`src/hdl/hbc_pkg.sv`:
```
package hbc_pkg;

    localparam int TIME_W = 32;
    localparam int CFG_W = 24;
    localparam int KEY_W = 3;
    localparam int ACT_W = 7;
    localparam int CFG_IDX_W = 4;

    // Key sample classes. Codes above KC_OTHER behave as KC_OTHER.
    localparam logic [KEY_W-1:0] KC_NONE  = 3'd0;
    localparam logic [KEY_W-1:0] KC_B1    = 3'd1;
    localparam logic [KEY_W-1:0] KC_B2    = 3'd2;
    localparam logic [KEY_W-1:0] KC_AMB   = 3'd3;
    localparam logic [KEY_W-1:0] KC_OTHER = 3'd4;

    // Bit positions in the action mask.
    localparam int ACT_EXPIRED = 0;
    localparam int ACT_TAP     = 1;
    localparam int ACT_OPEN    = 2;
    localparam int ACT_WARN    = 3;
    localparam int ACT_ENDWARN = 4;
    localparam int ACT_SLEEP   = 5;
    localparam int ACT_MAINT   = 6;

    // Configuration register indexes.
    localparam logic [CFG_IDX_W-1:0] REG_PAIRING_HOLD = 4'd0;
    localparam logic [CFG_IDX_W-1:0] REG_WARNING_HOLD = 4'd1;
    localparam logic [CFG_IDX_W-1:0] REG_MAINT_HOLD   = 4'd2;
    localparam logic [CFG_IDX_W-1:0] REG_PAIRING_WIN  = 4'd3;

    localparam logic [CFG_W-1:0] PAIRING_HOLD_RST = 24'd2000;
    localparam logic [CFG_W-1:0] WARNING_HOLD_RST = 24'd5000;
    localparam logic [CFG_W-1:0] MAINT_HOLD_RST   = 24'd10000;
    localparam logic [CFG_W-1:0] PAIRING_WIN_RST  = 24'd60000;

    typedef struct packed {
        logic [TIME_W-1:0] now_ms;
        logic [KEY_W-1:0]  key_class;
    } in_item_t;

    typedef struct packed {
        logic [ACT_W-1:0] actions;
        logic             pair_live;
        logic [CFG_W-1:0] pair_left_ms;
        logic             warn_live;
        logic [CFG_W-1:0] warn_left_ms;
    } out_item_t;

    typedef struct packed {
        logic [CFG_W-1:0] pairing_hold_ms;
        logic [CFG_W-1:0] warning_hold_ms;
        logic [CFG_W-1:0] maintenance_hold_ms;
        logic [CFG_W-1:0] pairing_window_ms;
    } cfg_t;

    typedef struct packed {
        logic              first_down;
        logic              second_down;
        logic              rearm_needed;
        logic              pair_fired;
        logic              warn_fired;
        logic              maint_fired;
        logic              window_open;
        logic [TIME_W-1:0] press_start;
        logic [TIME_W-1:0] window_start;
    } hbc_state_t;

endpackage

```
`src/hdl/two_button_hold_classifier.sv`:
```
// Channel   Direction  Handshake             Payload
// in        input      in_valid / in_ready   in_data   (in_item_t: now_ms, key_class)
// out       output     out_valid / out_ready out_data  (out_item_t: actions, status)
// cfg       input      cfg_valid / cfg_ready cfg_index, cfg_data (24-bit threshold)
//
// Each transaction passes from input to result through the input register and then
// through the step logic into the result register.
// A new input transaction is accepted every cycle while results are taken.
// Throughput is set by the single state update per cycle in the step logic.
// Reset clears the classifier state and loads the default thresholds.
// A stalled output holds its result and the input register keeps one more
// transaction, so the input side only stops when both registers are full.
module two_button_hold_classifier
    import hbc_pkg::*;
(
    input  logic                 clk,
    input  logic                 rst_n,
    input  logic                 in_valid,
    output logic                 in_ready,
    input  in_item_t             in_data,
    output logic                 out_valid,
    input  logic                 out_ready,
    output out_item_t            out_data,
    input  logic                 cfg_valid,
    output logic                 cfg_ready,
    input  logic [CFG_IDX_W-1:0] cfg_index,
    input  logic [CFG_W-1:0]     cfg_data
);

    cfg_t       cfg;
    in_item_t   in_reg;
    logic       in_valid_reg;
    out_item_t  out_reg;
    logic       out_valid_reg;
    hbc_state_t state_reg;
    hbc_state_t state_next;
    out_item_t  result;
    logic       advance;

    // Configuration writes are always taken; the user must write only while idle, the block does not enforce it.
    assign cfg_ready = 1'b1;

    hbc_cfg u_cfg (
        .clk       (clk),
        .rst_n     (rst_n),
        .cfg_valid (cfg_valid),
        .cfg_index (cfg_index),
        .cfg_data  (cfg_data),
        .cfg       (cfg)
    );

    // The held sample moves to the result register when that register is
    // empty or is being emptied in this cycle. The state advances with it.
    assign advance  = in_valid_reg && (!out_valid_reg || out_ready);
    assign in_ready = !in_valid_reg || advance;

    always_ff @(posedge clk or negedge rst_n)
    begin
        if (!rst_n)
        begin
            in_valid_reg <= 1'b0;
        end
        else if (in_ready)
        begin
            in_valid_reg <= in_valid;
        end
    end

    always_ff @(posedge clk)
    begin
        if (in_valid && in_ready)
        begin
            in_reg <= in_data;
        end
    end

    hbc_step u_step (
        .state      (state_reg),
        .item       (in_reg),
        .cfg        (cfg),
        .state_next (state_next),
        .result     (result)
    );

    always_ff @(posedge clk or negedge rst_n)
    begin
        if (!rst_n)
        begin
            state_reg     <= '0;
            out_valid_reg <= 1'b0;
        end
        else
        begin
            if (advance)
            begin
                state_reg     <= state_next;
                out_valid_reg <= 1'b1;
            end
            else if (out_ready)
            begin
                out_valid_reg <= 1'b0;
            end
        end
    end

    always_ff @(posedge clk)
    begin
        if (advance)
        begin
            out_reg <= result;
        end
    end

    assign out_valid = out_valid_reg;
    assign out_data  = out_reg;

    // A press on button1 and a hold on button2 are never tracked together.
    assert property (@(posedge clk) disable iff (!rst_n)
        !(state_reg.first_down && state_reg.second_down))
        else $error("both buttons tracked as held");

    // A sleep toggle always leaves button2 tracked as held.
    assert property (@(posedge clk) disable iff (!rst_n)
        advance && result.actions[ACT_SLEEP] |=> state_reg.second_down)
        else $error("sleep toggle without button2 hold");

    // Entering maintenance closes the pairing window in the same result.
    assert property (@(posedge clk) disable iff (!rst_n)
        out_valid_reg && out_reg.actions[ACT_MAINT] |-> !out_reg.pair_live)
        else $error("pairing still active after maintenance");

    // Status remaining times are zero exactly when their flag is clear.
    assert property (@(posedge clk) disable iff (!rst_n)
        out_valid_reg |-> ((out_reg.pair_left_ms != '0) == out_reg.pair_live)
            && ((out_reg.warn_left_ms != '0) == out_reg.warn_live))
        else $error("remaining time disagrees with active flag");

    // The state only changes when a transaction moves into the result register.
    assert property (@(posedge clk) disable iff (!rst_n)
        !advance |=> $stable(state_reg))
        else $error("state changed without a transaction");

endmodule

```
`src/hdl/hbc_cfg.sv`:
```
module hbc_cfg
    import hbc_pkg::*;
(
    input  logic                 clk,
    input  logic                 rst_n,
    input  logic                 cfg_valid,
    input  logic [CFG_IDX_W-1:0] cfg_index,
    input  logic [CFG_W-1:0]     cfg_data,
    output cfg_t                 cfg
);

    cfg_t cfg_reg;

    always_ff @(posedge clk or negedge rst_n)
    begin
        if (!rst_n)
        begin
            cfg_reg.pairing_hold_ms     <= PAIRING_HOLD_RST;
            cfg_reg.warning_hold_ms     <= WARNING_HOLD_RST;
            cfg_reg.maintenance_hold_ms <= MAINT_HOLD_RST;
            cfg_reg.pairing_window_ms   <= PAIRING_WIN_RST;
        end
        else if (cfg_valid)
        begin
            // Indexes past the last register are dropped.
            case (cfg_index)
                REG_PAIRING_HOLD: cfg_reg.pairing_hold_ms     <= cfg_data;
                REG_WARNING_HOLD: cfg_reg.warning_hold_ms     <= cfg_data;
                REG_MAINT_HOLD:   cfg_reg.maintenance_hold_ms <= cfg_data;
                REG_PAIRING_WIN:  cfg_reg.pairing_window_ms   <= cfg_data;
                default:          cfg_reg <= cfg_reg;
            endcase
        end
    end

    assign cfg = cfg_reg;

endmodule

```
`src/hdl/hbc_step.sv`:
```
module hbc_step
    import hbc_pkg::*;
(
    input  hbc_state_t state,
    input  in_item_t   item,
    input  cfg_t       cfg,
    output hbc_state_t state_next,
    output out_item_t  result
);

    localparam int PAD_W = TIME_W - CFG_W;

    logic [TIME_W-1:0] win_age;
    logic [TIME_W-1:0] hold_age;
    logic [TIME_W-1:0] new_win_age;
    logic [TIME_W-1:0] ph_ext;
    logic [TIME_W-1:0] wh_ext;
    logic [TIME_W-1:0] mh_ext;
    logic [TIME_W-1:0] pw_ext;
    logic              expire;
    logic              ge_p;
    logic              ge_w;
    logic              ge_m;
    logic              do_open;
    logic              do_warn;
    logic              do_maint;
    logic              opened;
    logic [ACT_W-1:0]  act;
    hbc_state_t        ns;
    logic              p_act;
    logic              w_act;
    logic [KEY_W-1:0]  k;

    assign ph_ext = {{PAD_W{1'b0}}, cfg.pairing_hold_ms};
    assign wh_ext = {{PAD_W{1'b0}}, cfg.warning_hold_ms};
    assign mh_ext = {{PAD_W{1'b0}}, cfg.maintenance_hold_ms};
    assign pw_ext = {{PAD_W{1'b0}}, cfg.pairing_window_ms};

    assign k        = item.key_class;
    assign win_age  = item.now_ms - state.window_start;
    assign hold_age = item.now_ms - state.press_start;
    assign expire   = state.window_open && (win_age >= pw_ext);
    assign ge_p     = hold_age >= ph_ext;
    assign ge_w     = hold_age >= wh_ext;
    assign ge_m     = hold_age >= mh_ext;
    assign do_open  = !state.pair_fired && ge_p;
    assign do_warn  = !state.warn_fired && ge_w;
    assign do_maint = !state.maint_fired && ge_m;

    always_comb
    begin
        ns = state;
        act = '0;
        opened = 1'b0;
        act[ACT_EXPIRED] = expire;
        if (expire)
        begin
            ns.window_open = 1'b0;
        end

        if (state.rearm_needed)
        begin
            if (k == KC_NONE)
            begin
                ns.rearm_needed = 1'b0;
            end
        end
        else if (state.first_down)
        begin
            // Hold progress applies to every sample except KC_OTHER and the codes above it.
            if (k == KC_B1 || k == KC_NONE || k == KC_B2 || k == KC_AMB)
            begin
                if (do_open)
                begin
                    ns.pair_fired   = 1'b1;
                    ns.window_open  = 1'b1;
                    ns.window_start = state.press_start + ph_ext;
                    opened          = 1'b1;
                    act[ACT_OPEN]   = 1'b1;
                end
                if (do_warn)
                begin
                    ns.warn_fired = 1'b1;
                    act[ACT_WARN] = 1'b1;
                end
                if (do_maint)
                begin
                    ns.maint_fired  = 1'b1;
                    ns.window_open  = 1'b0;
                    act[ACT_MAINT]  = 1'b1;
                end
            end
            if (k == KC_NONE)
            begin
                if (!ge_p)
                begin
                    act[ACT_TAP] = 1'b1;
                end
                else if (ge_w && !ge_m)
                begin
                    act[ACT_ENDWARN] = 1'b1;
                end
                ns.first_down = 1'b0;
            end
            else if (k != KC_B1)
            begin
                // Conflicting sample aborts the press.
                if (ns.warn_fired && !ns.maint_fired)
                begin
                    act[ACT_ENDWARN] = 1'b1;
                end
                ns.first_down   = 1'b0;
                ns.rearm_needed = 1'b1;
            end
        end
        else if (state.second_down)
        begin
            if (k != KC_B2)
            begin
                ns.second_down = 1'b0;
                if (k != KC_NONE)
                begin
                    ns.rearm_needed = 1'b1;
                end
            end
        end
        else
        begin
            case (k)
                KC_NONE:
                begin
                    ns.first_down = state.first_down;
                end
                KC_B1:
                begin
                    ns.first_down  = 1'b1;
                    ns.pair_fired  = 1'b0;
                    ns.warn_fired  = 1'b0;
                    ns.maint_fired = 1'b0;
                    ns.press_start = item.now_ms;
                end
                KC_B2:
                begin
                    ns.second_down = 1'b1;
                    act[ACT_SLEEP] = 1'b1;
                end
                default:
                begin
                    ns.rearm_needed = 1'b1;
                end
            endcase
        end
    end

    // The window start only changes when the window opens this step, and then
    // the new age is the hold age less the pairing threshold.
    assign new_win_age = opened ? (hold_age - ph_ext) : win_age;
    assign p_act = ns.window_open && (new_win_age < pw_ext);
    // press_start moves only when a press begins, and then warn_fired is clear.
    assign w_act = ns.first_down && ns.warn_fired && !ns.maint_fired && ge_w && !ge_m;

    assign state_next = ns;

    always_comb
    begin
        result.actions      = act;
        result.pair_live    = p_act;
        result.pair_left_ms = p_act ?
            (cfg.pairing_window_ms - new_win_age[CFG_W-1:0]) : '0;
        result.warn_live    = w_act;
        result.warn_left_ms = w_act ?
            (cfg.maintenance_hold_ms - hold_age[CFG_W-1:0]) : '0;
    end

endmodule
```
`config.mk`:
```
export PLATFORM = sky130hd
export DESIGN_NAME = two_button_hold_classifier
export DESIGN_NICKNAME = d
export VERILOG_FILES = /design/src/hdl/hbc_pkg.sv /design/src/hdl/two_button_hold_classifier.sv /design/src/hdl/hbc_cfg.sv /design/src/hdl/hbc_step.sv
export SDC_FILE = /design/constraint.sdc
export NUM_CORES = 1
export LEC_CHECK = 0
export BUFFER_PORTS_ARGS = -buffer_cell sky130_fd_sc_hd__buf_4
export CAP_MARGIN = 20
export CORE_MARGIN = 3
export CORE_UTILIZATION = 38
export CTS_BUF_LIST = sky130_fd_sc_hd__clkbuf_16
export DETAILED_ROUTE_END_ITERATION = 10
export HOLD_SLACK_MARGIN = 0.1
export PLACE_DENSITY_LB_ADDON = 0.15
export SLEW_MARGIN = 5
export SYNTH_ARGS = -nofsm -noshare
export SYNTH_HDL_FRONTEND = slang
export SYNTH_HIERARCHICAL = 1
export SYNTH_SLANG_ARGS = --single-unit
```
`constraint.sdc`:
```
create_clock -name clk -period 11.1 [get_ports clk]
set_clock_uncertainty 0.05 [all_clocks]
set_input_delay 0.555 -clock clk [delete_from_list [all_inputs] [get_ports clk]]
set_output_delay 0.555 -clock clk [all_outputs]
set_load 0.01 [all_outputs]
```
==> metrics.txt <==
status=finished clean; Synth Flop Type=dfrtp_1; Tmin final=9.48 ns; Most Frequent Cell on Critical Path=a21o_1; Worst-Margin Slew=0.975 ns; n_diodes=0; Routed WL per cell=between 15 and 20 um; Fin. Hold Viols=0; Worst Hold Launch=in_data[25]; DRT Wirelength=58.9 mm; Critical-path top delay cell=o31ai_4; most frequent cells in the layout=inv_1, ha_1, mux2_2; HP Class=input pin to flop; CTS tree=yes; I/O Buffers=about 130; Remaining Overflow, GRT=0; Final nets=about 2.7k; CP max FO=15; Largest register FFs=96; post-synthesis sequential area ratio=around 33%; Finish-stage setup viols=0; Skew-Pair Late Insertion Delay=~0.56 ns; R2R depth=34; Cell Pwr Density=305 nW/um^2; Cell variety after synth=~100; Post-synth EDFFs=92; drt first pass iters=6; family with the most delay on the worst path=compound AO/OA/AOI/OAI gates; Hold Slack=approximately 0.13 ns; setup_tns=0 ns; Starting DRT DRC Count=1057; DR top layer=met4; Synth async-reset ratio=between 60% and 70%; syn_nets=between 2k and 3k; vias in the first global route=~17k; worst r2r dst=out_data[47]; postcts setup bufs=0; Worst VDD drop=about 0.11 mV; Tot Pwr=roughly 7.4 mW; Hold Path Depth=1; CORE AREA=between 50000 and 60000 sq um; RR Startpoint=in_reg[3]; drt drc=0; DIE HEIGHT=about 240 um; most common cell after layout, fill and taps aside=inv_1; Seq cells post-synth=261; Die ar.=58900 sq um; initial antenna violation count=0; final antenna-violating net count=0; Worst Path Buf+Inv=2; total met2 wirelength after detailed routing=25.8 mm; max_cap viols=0; Tot GR Track Use=roughly 20%; relative slew slack=35.0%; Critical Path End Type=flop; Starting Density=38.5%; clk sinks=261; CTS resizes=0; Boundary Pins=roughly 130; Die X=~240 um; CTS Buf Count=36; clock tree buffer depth=3; Worst Path Required=roughly 11 ns; metal3 WL=roughly 3.0 mm; via count=~17k; share of cells above drive strength 1=about a fifth; depth of the CTS H-tree=2; max-slew violation total from the final report=0; GPL Wtd Cong=approximately 0.92; Via-to-Cell Ratio=about 5.3; largest net degree at the start of global routing=~60; flop2flop setup slack=1.62 ns; root buf cell=clkbuf_16; DRT met1 WL=28.9 mm; RSZ-0062 raised after global routing=false; Post-Syn Area per Cell=slightly below 10 sq um; Hold Buf Count CTS=9; Largest stage delay, worst path=~0.74 ns; standard-cell rows=86; Worst Setup Start Kind=flop; Max Fclk=about 110 MHz; Worst Path Arrival=roughly 10 ns; Final Util=approximately 44%; Final Cycle Share=between 80 and 90%; post-DP HPWL=46.3 mm; leak pwr=between 10 and 15 nW; Hold EP=in_reg[25]; Mapped Cells=2205; cell area after synthesis=~21000 sq um; Filler Cell Count=between 5k and 6k; first-pass GRT wire length=92.8 mm; clock transition at the registers of the reported paths=approximately 0.050 ns; Synth warnings=6; Crit Path Category=flop to flop; Area Overhead vs Synth=13.4%
## cell usage after synthesis (17+ instances only)
| library cell | instances | area, sq um |
|---|---|---|
| ha_1 | 252 | 3150 |
| inv_1 | 250 | 938 |
| mux2_2 | 214 | 2410 |
| dfrtp_1 | 146 | 3650 |
| a21oi_1 | 141 | 706 |
| o21ai_0 | 120 | 601 |
| nand2_1 | 117 | 439 |
| nor2_1 | 114 | 428 |
| edfxtp_1 | 92 | 2760 |
| xnor2_1 | 80 | 701 |
| a21o_1 | 71 | 533 |
| xor2_1 | 46 | 403 |
| nor3_1 | 38 | 190 |
| nand2b_1 | 36 | 225 |
| nand3_1 | 32 | 160 |
| nor2b_1 | 32 | 200 |
| o21a_1 | 28 | 210 |
| dfstp_2 | 23 | 604 |
| and3_1 | 20 | 125 |
| nand4_1 | 20 | 125 |
| clkbuf_1 | 19 | 71.3 |
| buf_6 | 18 | 203 |
| o21bai_1 | 18 | 135 |
| a31oi_1 | 17 | 106 |
| and2_1 | 17 | 106 |
## kinds of logic after synthesis
logic type,count (synthesis),synth area share [%]
AND/OR/NAND/NOR,503,12.4
adder cells (fa/ha/maj),258,15.4
buffers and inverters,310,6.29
flip-flops,261,33.0
AO/OA/AOI/OAI,520,15.8
multiplexers,226,11.9
XOR/XNOR,126,5.18
other,1,0.0176
## worst reg2reg max path: cells and delay by family, from the launching register on
kind	cells	cell delay, ns
flip-flops	1	0.35
AND/OR/NAND/NOR	5	0.65
adder cells (fa/ha/maj)	5	1.42
multiplexers	1	0.35
XOR/XNOR	1	0.50
buffers and inverters	2	0.14
AO/OA/AOI/OAI	20	5.78
## metal layers
metal | GRT usage (%) | vias up
li1 | - | 8132
met1 | 28.7 | 7971
met3 | 2.66 | 64
met4 | 4.62 | 0
met5 | 0 | -
met2 | 31.4 | 377
## final cells by class
class	instances	area, sq um	area share, %
multi-input combinational	1634	12900	53.6
timing repair buffer	148	1160	4.81
tap	748	936	3.88
sequential	261	7020	29.1
clock inverter	28	188	0.777
clock buffer	38	951	3.94
inverter	251	942	3.90
## stage by stage
step           setup WS, ns  area (sq um)  instances
6_report               1.62         24100       3108
5_1_grt               0.937         24100       3108
4_1_cts                1.65         24100       3105
3_5_place_dp           1.67         22900       3030
3_3_place_gp           1.90         22900       3030
2_1_floorplan          3.09         21300       2205
## power breakdown
part | switching, mW | internal [mW] | total, mW
Combinational | 2.77 | 2.07 | 4.84
Sequential | 0.187 | 1.22 | 1.41
Clock | 0.458 | 0.665 | 1.12
Total | 3.41 | 3.96 | 7.37
## worst max-delay path by stage
stage / from / endpoint / cells after the start
3_3_place_gp: in_reg[3] / out_data[47] / 34
2_1_floorplan: in_reg[3] / out_data[47] / 36
3_5_place_dp: in_reg[3] / out_data[47] / 34
6_report: in_reg[3] / out_data[47] / 34
4_1_cts: in_reg[3] / out_data[47] / 34
5_1_grt: in_reg[3] / out_data[47] / 35
No activity file was read; power rests on OpenSTA's default activity.
